File: config.mk
export PLATFORM = sky130hd
export DESIGN_NAME = cdt_ctrl
export DESIGN_NICKNAME = d
export VERILOG_FILES = /design/src/cdt_pkg.sv /design/src/cdt_ctrl.sv
export SDC_FILE = /design/constraint.sdc
export NUM_CORES = 1
export LEC_CHECK = 0
export ABC_AREA = 1
export BUFFER_PORTS_ARGS = -buffer_cell sky130_fd_sc_hd__buf_2
export CORE_AREA = 5 5 42 44
export CTS_BUF_LIST = sky130_fd_sc_hd__clkbuf_8
export CTS_CLUSTER_SIZE = 20
export DETAILED_ROUTE_END_ITERATION = 8
export DIE_AREA = 0 0 47 49
export SLEW_MARGIN = 5
export SYNTH_ARGS = -nofsm -noshare
export SYNTH_HDL_FRONTEND = slang
export SYNTH_SLANG_ARGS = --single-unit
File: constraint.sdc
create_clock -name clk -period 1.8 [get_ports clk]
set_clock_uncertainty 0.15 [all_clocks]
set_input_delay 0.18 -clock clk [delete_from_list [all_inputs] [get_ports clk]]
set_output_delay 0.18 -clock clk [all_outputs]
set_load 0.05 [all_outputs]
File: src/cdt_pkg.sv
// shared constants, codes and controller/datapath interface types
// for the completion deadline table; no dependencies
`timescale 1ns / 1ps
`default_nettype none

package cdt_pkg;

	localparam int SLOTS_DEF = 64;

	localparam int OP_W     = 3;
	localparam int TAG_W    = 32;
	localparam int STAT_W   = 2;
	localparam int PEND_W   = 7;
	localparam int LAT_W    = 32;
	localparam int TIME_W   = 64;
	localparam int CFG_IDX_W = 2;

	localparam int IN_W  = 40;
	localparam int OUT_W = 48;
	localparam int OUT_USED = STAT_W + TAG_W + PEND_W;

	localparam logic [OP_W-1:0] OP_READ  = 3'd0;
	localparam logic [OP_W-1:0] OP_WRITE = 3'd1;
	localparam logic [OP_W-1:0] OP_FLUSH = 3'd2;
	localparam logic [OP_W-1:0] OP_POLL  = 3'd3;
	localparam logic [OP_W-1:0] OP_DRAIN = 3'd4;
	localparam logic [OP_W-1:0] OP_TICK  = 3'd5;

	localparam logic [STAT_W-1:0] ST_OK   = 2'd0;
	localparam logic [STAT_W-1:0] ST_BUSY = 2'd1;
	localparam logic [STAT_W-1:0] ST_FULL = 2'd2;

	localparam logic [CFG_IDX_W-1:0] REG_READ_LAT  = 2'd0;
	localparam logic [CFG_IDX_W-1:0] REG_WRITE_LAT = 2'd1;
	localparam logic [CFG_IDX_W-1:0] REG_FLUSH_LAT = 2'd2;

	localparam logic [LAT_W-1:0] READ_LAT_RST  = 32'd2200;
	localparam logic [LAT_W-1:0] WRITE_LAT_RST = 32'd33000;
	localparam logic [LAT_W-1:0] FLUSH_LAT_RST = 32'd0;

	localparam logic [PEND_W-1:0] PEND_MAX = 7'd127;

	typedef struct packed {
		logic capture;
		logic tick;
		logic sub_step;
		logic scan_issue;
		logic scan_eval;
		logic idx_inc;
		logic out_load;
	} cdt_cmd_t;

	typedef struct packed {
		logic kind_submit;
		logic kind_scan;
		logic kind_tick;
		logic sub_free;
		logic idx_last;
		logic poll_hit;
		logic out_free;
	} cdt_stat_t;

endpackage

`default_nettype wire

File: src/cdt_ctrl.sv
// controller state machine for the completion deadline table
// depends on cdt_pkg for the command and status types
`timescale 1ns / 1ps
`default_nettype none

module cdt_ctrl (
	input  wire logic              clk,
	input  wire logic              arst_n,
	input  wire logic              in_valid,
	output logic                   in_ready,
	input  wire cdt_pkg::cdt_stat_t stat,
	output cdt_pkg::cdt_cmd_t      cmd
);

	typedef enum logic [4:0] {
		S_IDLE   = 5'b00001,
		S_SUBMIT = 5'b00010,
		S_SCAN   = 5'b00100,
		S_TAIL   = 5'b01000,
		S_FINISH = 5'b10000
	} state_t;

	state_t state_q, state_d;

	always_ff @(posedge clk or negedge arst_n) begin
		if (!arst_n) begin
			state_q <= S_IDLE;
		end else begin
			state_q <= state_d;
		end
	end

	always_comb begin
		state_d  = state_q;
		cmd      = '0;
		in_ready = 1'b0;
		case (state_q)
			S_IDLE: begin
				in_ready = 1'b1;
				if (in_valid) begin
					cmd.capture = 1'b1;
					if (stat.kind_submit) begin
						state_d = S_SUBMIT;
					end else if (stat.kind_scan) begin
						state_d = S_SCAN;
					end else begin
						cmd.tick = stat.kind_tick;
						state_d  = S_FINISH;
					end
				end
			end
			S_SUBMIT: begin
				cmd.sub_step = 1'b1;
				if (stat.sub_free || stat.idx_last) begin
					state_d = S_FINISH;
				end else begin
					cmd.idx_inc = 1'b1;
				end
			end
			S_SCAN: begin
				cmd.scan_eval = 1'b1;
				if (stat.poll_hit) begin
					state_d = S_FINISH;
				end else begin
					cmd.scan_issue = 1'b1;
					if (stat.idx_last) begin
						state_d = S_TAIL;
					end else begin
						cmd.idx_inc = 1'b1;
					end
				end
			end
			S_TAIL: begin
				cmd.scan_eval = 1'b1;
				state_d       = S_FINISH;
			end
			S_FINISH: begin
				if (stat.out_free) begin
					cmd.out_load = 1'b1;
					state_d      = S_IDLE;
				end
			end
			default: begin
				state_d = S_IDLE;
			end
		endcase
	end

endmodule

`default_nettype wire

==> results.json, run 1 <==
{
  "place_hpwl_um": 843,
  "synth_flop_cell": "dfrtp_1",
  "peakVddDrop_v": 0.000694,
  "synth-edff-count": 0,
  "synth.most_common_cell": "nand2_1",
  "cp_common_cell": "nor2_2",
  "overflow": 0,
  "largest_register_ffs": 5,
  "synth.yosys.seq_area_share_pct": 30.7,
  "vias": 464,
  "cts-root-buf": "clkbuf_8",
  "required_ns": 1.47,
  "die_h_um": 49,
  "ant_nets": 0,
  "hold_viol_final": 0,
  "synth_top_area_share_pct": 24.3,
  "fmax_mhz": 571,
  "synth_area_per_cell_um2": 6.33,
  "syn_area_um2": 412,
  "grt_pass1_vias": 426,
  "final_nets": 98,
  "drc": 0,
  "core.rowCount": 14,
  "dp_cells": 97,
  "powerDensity_nw_per_um2": 1690,
  "path_buf_inv": 2,
  "die_w_um": 47,
  "path_clk_slew_ns": 0.03,
  "drive_gt1_share_pct": 43.7,
  "finalCriticalPeriod_ns": 1.75,
  "async_reset_ff_share_pct": 100,
  "grt_max_degree": 8,
  "start_util_pct": 29.4,
  "clock-sinks": 5,
  "vias_per_cell": 4.50,
  "crit_start": "state_q[0]",
  "slowest_delay_ns": 0.56,
  "slew_headroom_pct": 83.4,
  "htree_levels": 1,
  "drtPass1Iterations": 4,
  "p_leak_nw": 0.361,
  "hold_start": "in_valid",
  "worst_pin_slew_ns": 0.250,
  "finalMaxSlewViolations": 0,
  "crit_chain": "inv_2 > nor2_2 > nand4_1 > nor2_2 > buf_6",
  "drv_cap": 0,
  "netlist_top_cells_count": "nand2_1 (17), nor2_1 (12), inv_1 (9)",
  "wl_met2_um": 502,
  "critical_path_class": "reg2out",
  "crit_family": "flip-flops",
  "die_area_um2": 2300,
  "finalSetupTns_ns": 0,
  "clockBufferDepth": 2,
  "met3WireLength_um": 36,
  "timing.final.crit_share_pct": 97.4,
  "r2r_start": "state_q[0]",
  "cts_tree": "yes",
  "endpoint_kind": "output pin",
  "gp_congestion": 0.771,
  "rsz0062_at_grt": "true",
  "yosysWarnings": 0,
  "diodes": 0,
  "cp.arrival_ns": 1.42,
  "insertion_delay_ns": 0.22,
  "synth_nets": 75,
  "yosys_register_bits": 5,
  "top_regs": "state_q: 5 flops",
  "io_pins": 18,
  "outcome": "finished, final reports clean",
  "top_layer": "met4",
  "avgRoutedWirePerCell_um": 9.83,
  "path_max_fanout": 3,
  "antenna_found_initial": 0,
  "slowest_stage": "dfstp_2",
  "syn_inst": 65,
  "io_buffers": 17,
  "track_usage_pct": 10.8,
  "dr.first_iter.drc_count": 7,
  "totalWireLength_um": 1010,
  "min_path_type": "in2reg",
  "area_delta_synth_final_pct": 50.2,
  "layout_setup_ws_ns": 0.0474,
  "setup_violations": 0,
  "place_ws_ns": 0.185,
  "start_kind": "flip-flop",
  "yosys.area.top_type": "dfrtp_1",
  "core-area_um2": 1400,
  "synthTopCellsByArea": "dfrtp_1 (24%), nand2_1 (16%), nor2_1 (11%)",
  "synth_cell_types": 16,
  "grt_pass1_wl_um": 1710,
  "wl_met1_um": 439,
  "final_cells": 103,
  "cts_buffers": 3,
  "top_register": "state_q"
}
==> final cells by class <==
type / count / area, um^2
clock buffers: 3 / 41.3
multi-input cells: 48 / 263
clock inverters: 1 / 3.75
repair buffers: 19 / 123
well taps: 16 / 20.0
inverters: 11 / 41.3
fillers: 154 / 783
flip-flops and latches: 5 / 126
==> stage by stage <==
stage	power (mW)	cell area (um^2)	utilization, %	hold WS (ns)
3_3_place_gp	0.763	520	37.1	-0.148
6_report	1.04	618	44.1	0.137
2_1_floorplan	0.654	423	-	-0.266
5_1_grt	1.13	618	44.1	0.163
3_5_place_dp	0.766	520	37.1	-0.151
4_1_cts	1.00	591	42.1	0.134
==> layout by cell type, fill, tap and decap left out <==
cell,count
nor2_1,8
nor2_4,3
buf_2,12
dfrtp_1,4
dfstp_2,1
nand3_2,2
dlygate4sd3_1,1
buf_6,2
inv_2,3
nand2_2,1
buf_4,4
nor4_2,1
nand2_1,17
nor3_1,1
nor2_2,6
nand4_1,7
inv_1,9
nand3_1,1
o21ai_0,1
clkbuf_8,3
==> metal layers <==
layer / vias up / global-route usage (%)
met4: 0 / 9.68
met1: 200 / 12.9
met3: 2 / 2.21
met2: 9 / 15.2
met5: - / 0
li1: 253 / -
==> final timing paths <==
path | endpoint | slack, ns | cells after the start
hold reg to reg | state_q[4] | 0.49 | 2
min in group asynchronous | state_q[4] | 0.15 | 2
setup reg to reg | state_q[2] | 0.32 | 7
setup / recovery | cmd[5] | 0.05 | 5
hold / removal | state_q[0] | 0.14 | 4
max in group asynchronous | state_q[0] | 1.14 | 2
==> logic make-up after synthesis <==
kind of cell | after synthesis | share of synthesized area (%)
AND/OR/NAND/NOR | 47 | 56.2
buffers and inverters | 12 | 11.9
flip-flops | 5 | 30.7
AO/OA/AOI/OAI | 1 | 1.21
==> power by group <==
group / total [mW] / internal (mW) / switching, mW
combinational: 0.626 / 0.205 / 0.421
clock: 0.203 / 0.146 / 0.0568
sequential: 0.215 / 0.159 / 0.0554
total: 1.04 / 0.511 / 0.533
==> worst min-delay path, stage by stage <==
cell and delay, ns:
buf_2 0.09, inv_1 0.05, nand4_1 0.12, nand2_1 0.07
==> repair_timing <==
action	4_1_cts	5_1_grt
hold buffers	1	0
buffers inserted	0	1
endpoints found under the hold margin	5	0
setup endpoints to repair	4	5
pin swaps	0	0
gates resized for setup	5	8
(Power assumes the default switching activity.)
==> inputs of run 2 (changes only) <==
- CAP_MARGIN: not set -> 20
- MAX_ROUTING_LAYER: not set -> met4
- RECOVER_POWER: not set -> 50
==> results.json, run 2 (synthesized netlist as in run 1, its figures left out) <==
{
  "peakVddDrop_v": 0.000694,
  "gp_congestion": 0.782,
  "io_buffers": 17,
  "layout_setup_ws_ns": 0.0474,
  "final_common_cell": "nand2_1",
  "dp_cells": 97,
  "drc": 0,
  "final_core_util_pct": 44.0,
  "diodes": 0,
  "top_register": "state_q",
  "powerDensity_nw_per_um2": 1690,
  "r2r_slack_ns": 0.32,
  "drive_gt1_share_pct": 42.5,
  "ant_nets": 0,
  "track_usage_pct": 11.0,
  "multi_input_area_um2": 263,
  "largest_register_ffs": 5,
  "worst_pin_slew_ns": 0.281,
  "fill_cells": 155,
  "crit_start": "state_q[0]",
  "outcome": "finished, final reports clean",
  "regArea_um2": 126,
  "avgRoutedWirePerCell_um": 9.83,
  "required_ns": 1.47,
  "insertion_delay_ns": 0.22,
  "core.rowCount": 14,
  "p_leak_nw": 0.358,
  "rsz0062_at_grt": "true",
  "crit_path_end": "cmd[5]",
  "cts_buffers": 3,
  "path_clk_slew_ns": 0.03,
  "top_regs": "state_q: 5 flops",
  "finalCriticalPeriod_ns": 1.75,
  "io_pins": 18,
  "critical_path_class": "reg2out",
  "total_power_mw": 1.04,
  "antenna_found_initial": 0,
  "core-area_um2": 1400,
  "r2r_start": "state_q[0]",
  "design_area_um2": 617,
  "timing.final.crit_share_pct": 97.4,
  "final_cells": 103,
  "path_max_fanout": 3,
  "final_nets": 98,
  "reg2regPathDepth": 7,
  "clockBufferDepth": 2,
  "place_hpwl_um": 843,
  "slew_headroom_pct": 81.2,
  "fmax_mhz": 571,
  "die_w_um": 47,
  "hold_viol_final": 0,
  "grt_pass1_vias": 426,
  "drtPass1Iterations": 4,
  "overflow": 0,
  "cts-root-buf": "clkbuf_8",
  "vias_per_cell": 4.50,
  "r2r_end": "state_q[2]",
  "vias": 464,
  "place_ws_ns": 0.185,
  "grt_pass1_wl_um": 1710,
  "endpoint_kind": "output pin",
  "grt_max_degree": 8,
  "clock-sinks": 5,
  "finalMaxSlewViolations": 0,
  "start_util_pct": 29.4,
  "drv_cap": 0,
  "dr.first_iter.drc_count": 7,
  "area_delta_synth_final_pct": 49.8,
  "layout_common_cells": "nand2_1 (17), buf_2 (11), inv_1 (9)",
  "setup_violations": 0,
  "die_h_um": 49,
  "cp.arrival_ns": 1.42,
  "start_kind": "flip-flop",
  "die_area_um2": 2300,
  "min_path_type": "in2reg",
  "placed_area_um2": 520,
  "hold_depth": 4,
  "totalWireLength_um": 1010,
  "htree_levels": 1,
  "cts_tree": "yes"
}
run 2: cell types whose count changed in the layout (fill, tap and decap cells not counted), sizes merged:
cell and change:
buf -1, clkbuf +1
run 2: power breakdown:
part           leakage (nW)  internal, mW  switching [mW]
clock                0.0269         0.146          0.0569
combinational         0.266         0.205           0.421
sequential           0.0648         0.159          0.0554
total                 0.358         0.511           0.533
run 2: metrics by stage:
step | setup TNS [ns] | hold slack (ns)
final | 0 | 0.137
after global routing | -0.0322 | 0.163
after CTS | 0 | 0.134
after detailed placement | 0 | -0.151
after global placement | 0 | -0.148
after floorplan | -0.0345 | -0.266
run 2: per-layer routing:
layer	share of wire, %	track usage, %	vias to the layer above
met5	0	-	-
met4	3.4	9.68	0
li1	-	-	253
met2	50	15.2	9
met3	3.6	2.21	2
met1	43	12.9	200
run 2: final cells by class:
| class | count | area share, % |
|---|---|---|
| multi-input cells | 48 | 42.6 |
| flip-flops and latches | 5 | 20.5 |
| repair buffers | 19 | 19.7 |
| clock buffers | 3 | 6.69 |
| inverters | 11 | 6.69 |
| well taps | 16 | 3.25 |
| clock inverters | 1 | 0.609 |
run 2: timing repair:
action	CTS	global route
cloned	0	0
hold endpoints to repair	5	0
hold buffers	1	0
endpoints found under the setup margin	4	5
resized for setup	5	8
setup buffers	0	1
run 2: worst min path at each step:
| stage | slack [ns] | from | end |
|---|---|---|---|
| after floorplan | -0.27 | arst_n | state_q[1] |
| after global placement | -0.15 | arst_n | state_q[4] |
| after detailed placement | -0.15 | arst_n | state_q[4] |
| after CTS | 0.13 | in_valid | state_q[0] |
| after global routing | 0.16 | stat[3] | state_q[1] |
| final | 0.14 | in_valid | state_q[0] |
run 2: worst max-delay path, stage by stage (launching register included):
cell and delay (ns):
dfstp_2 0.56, inv_2 0.05, nor2_2 0.12, nand4_1 0.17
nor2_2 0.13, buf_6 0.16
==> inputs of run 3 (changes only) <==
- PLACE_DENSITY: not set -> 0.62
- RECOVER_POWER: 50 -> 25
==> results.json, run 3 (synthesized netlist as in run 1, its figures left out) <==
{
  "vias": 477,
  "peakVddDrop_v": 0.000970,
  "vias_per_cell": 4.63,
  "hold_depth": 4,
  "diodes": 0,
  "required_ns": 1.47,
  "dp_cells": 97,
  "endpoint_kind": "output pin",
  "io_pins": 18,
  "min_path_type": "in2reg",
  "start_util_pct": 29.4,
  "slew_headroom_pct": 82.1,
  "top_regs": "state_q: 5 flops",
  "largest_register_ffs": 5,
  "combPwrFrac_pct": 59.4,
  "rsz0062_at_grt": "true",
  "power_frac_seq_pct": 21.1,
  "cp.arrival_ns": 1.40,
  "avgRoutedWirePerCell_um": 10.1,
  "setup_violations": 0,
  "finalCriticalPeriod_ns": 1.73,
  "drv_cap": 0,
  "drtPass1Iterations": 4,
  "drive_gt1_share_pct": 42.5,
  "internal_power_uw": 489,
  "die_area_um2": 2300,
  "fmax_mhz": 578,
  "finalMaxSlewViolations": 0,
  "power_switching_uw": 526,
  "layout_common_cells": "nand2_1 (17), buf_2 (11), inv_1 (9)",
  "final_nets": 98,
  "slowest_stage": "dfstp_2",
  "swShare_pct": 51.8,
  "drc": 0,
  "slowest_delay_ns": 0.56,
  "r2r_start": "state_q[0]",
  "ant_nets": 0,
  "final_cells": 103,
  "hold_viol_final": 0,
  "worst_pin_slew_ns": 0.268,
  "overflow": 0,
  "top_register": "state_q",
  "reg2regPathDepth": 7,
  "start_kind": "flip-flop",
  "final_common_cell": "nand2_1",
  "gp_congestion": 0.771,
  "timing.final.crit_share_pct": 96.1,
  "p_leak_nw": 0.355,
  "grt_max_degree": 8,
  "crit_chain": "inv_2 > nor2_2 > nand4_1 > nor2_2 > buf_4",
  "die_w_um": 47,
  "core-area_um2": 1400,
  "io_buffers": 17,
  "path_max_fanout": 3,
  "cts-root-buf": "clkbuf_8",
  "place_hpwl_um": 890,
  "core.rowCount": 14,
  "fill_cells": 165,
  "dr.first_iter.drc_count": 7,
  "crit_start": "state_q[0]",
  "r2r_slack_ns": 0.32,
  "htree_levels": 1,
  "path_clk_slew_ns": 0.03,
  "clockPowerShare_pct": 19.4,
  "cts_buffers": 3,
  "grt_pass1_wl_um": 1720,
  "hold_start": "in_valid",
  "outcome": "finished, final reports clean",
  "track_usage_pct": 10.4,
  "powerDensity_nw_per_um2": 1670,
  "die_h_um": 49,
  "antenna_found_initial": 0,
  "total_power_mw": 1.02,
  "clock-sinks": 5,
  "grt_pass1_vias": 429,
  "whs_ns": 0.139,
  "totalWireLength_um": 1040,
  "clockBufferDepth": 2,
  "cp_common_cell": "nor2_2",
  "cts_tree": "yes",
  "critical_path_class": "reg2out",
  "area_delta_synth_final_pct": 48.0,
  "insertion_delay_ns": 0.22
}
-- run 3: cell count changes in the layout (fill, tap and decap cells not counted), sizes merged --
cell | previous run | this run
buf | 17 | 16
clkbuf | 4 | 5
-- run 3: repair_timing --
| item | 4_1_cts | 5_1_grt |
|---|---|---|
| resized for setup | 3 | 8 |
| endpoints found under the hold margin | 5 | 0 |
| endpoints found under the setup margin | 3 | 6 |
| hold buffers | 1 | 0 |
| setup buffers | 0 | 1 |
-- run 3: per-layer routing --
| metal | part of all wire, % | wire, um | GRT usage (%) |
|---|---|---|---|
| met1 | 42 | 434 | 12.8 |
| met2 | 52 | 544 | 15.2 |
| met3 | 4.4 | 46 | 1.48 |
| met4 | 1.5 | 16 | 6.91 |
| met5 | 0 | 0 | - |
-- run 3: power by group through the flow --
stage	clock [mW]	sequential [mW]	combinational (mW)
floorplan	0	0.205	0.450
global placement	0	0.209	0.554
detailed placement	0	0.211	0.560
CTS	0.202	0.210	0.580
global route	0.215	0.219	0.659
finish	0.197	0.215	0.604
-- run 3: worst paths after layout --
kind | endpoint
setup / recovery | cmd[5]
hold / removal | state_q[0]
setup reg to reg | state_q[1]
hold reg to reg | state_q[4]
max in group asynchronous | state_q[0]
min in group asynchronous | state_q[4]
-- run 3: metrics by stage --
step                instance area [um^2]  setup TNS [ns]  setup WS (ns)  util [%]
finish                               609               0         0.0702      43.5
global placement                     520               0          0.204      37.1
floorplan                            423         -0.0345        -0.0345         -
detailed placement                   520               0          0.192      37.1
CTS                                  583               0         0.0113      41.6
global route                         609         -0.0357        -0.0319      43.5
-- run 3: critical path: cells and delay by family, from the launching register on --
kind / cells / cell delay (ns)
buffers and inverters: 2 / 0.25
flip-flops: 1 / 0.56
AND/OR/NAND/NOR: 3 / 0.38
-- run 3: cell type report --
type | count | area (um^2) | area share, %
repair buffers | 19 | 114 | 18.7
multi-input cells | 48 | 263 | 43.1
clock buffers | 3 | 41.3 | 6.78
flip-flops and latches | 5 | 126 | 20.7
clock inverters | 1 | 3.75 | 0.616
inverters | 11 | 41.3 | 6.78
well taps | 16 | 20.0 | 3.29
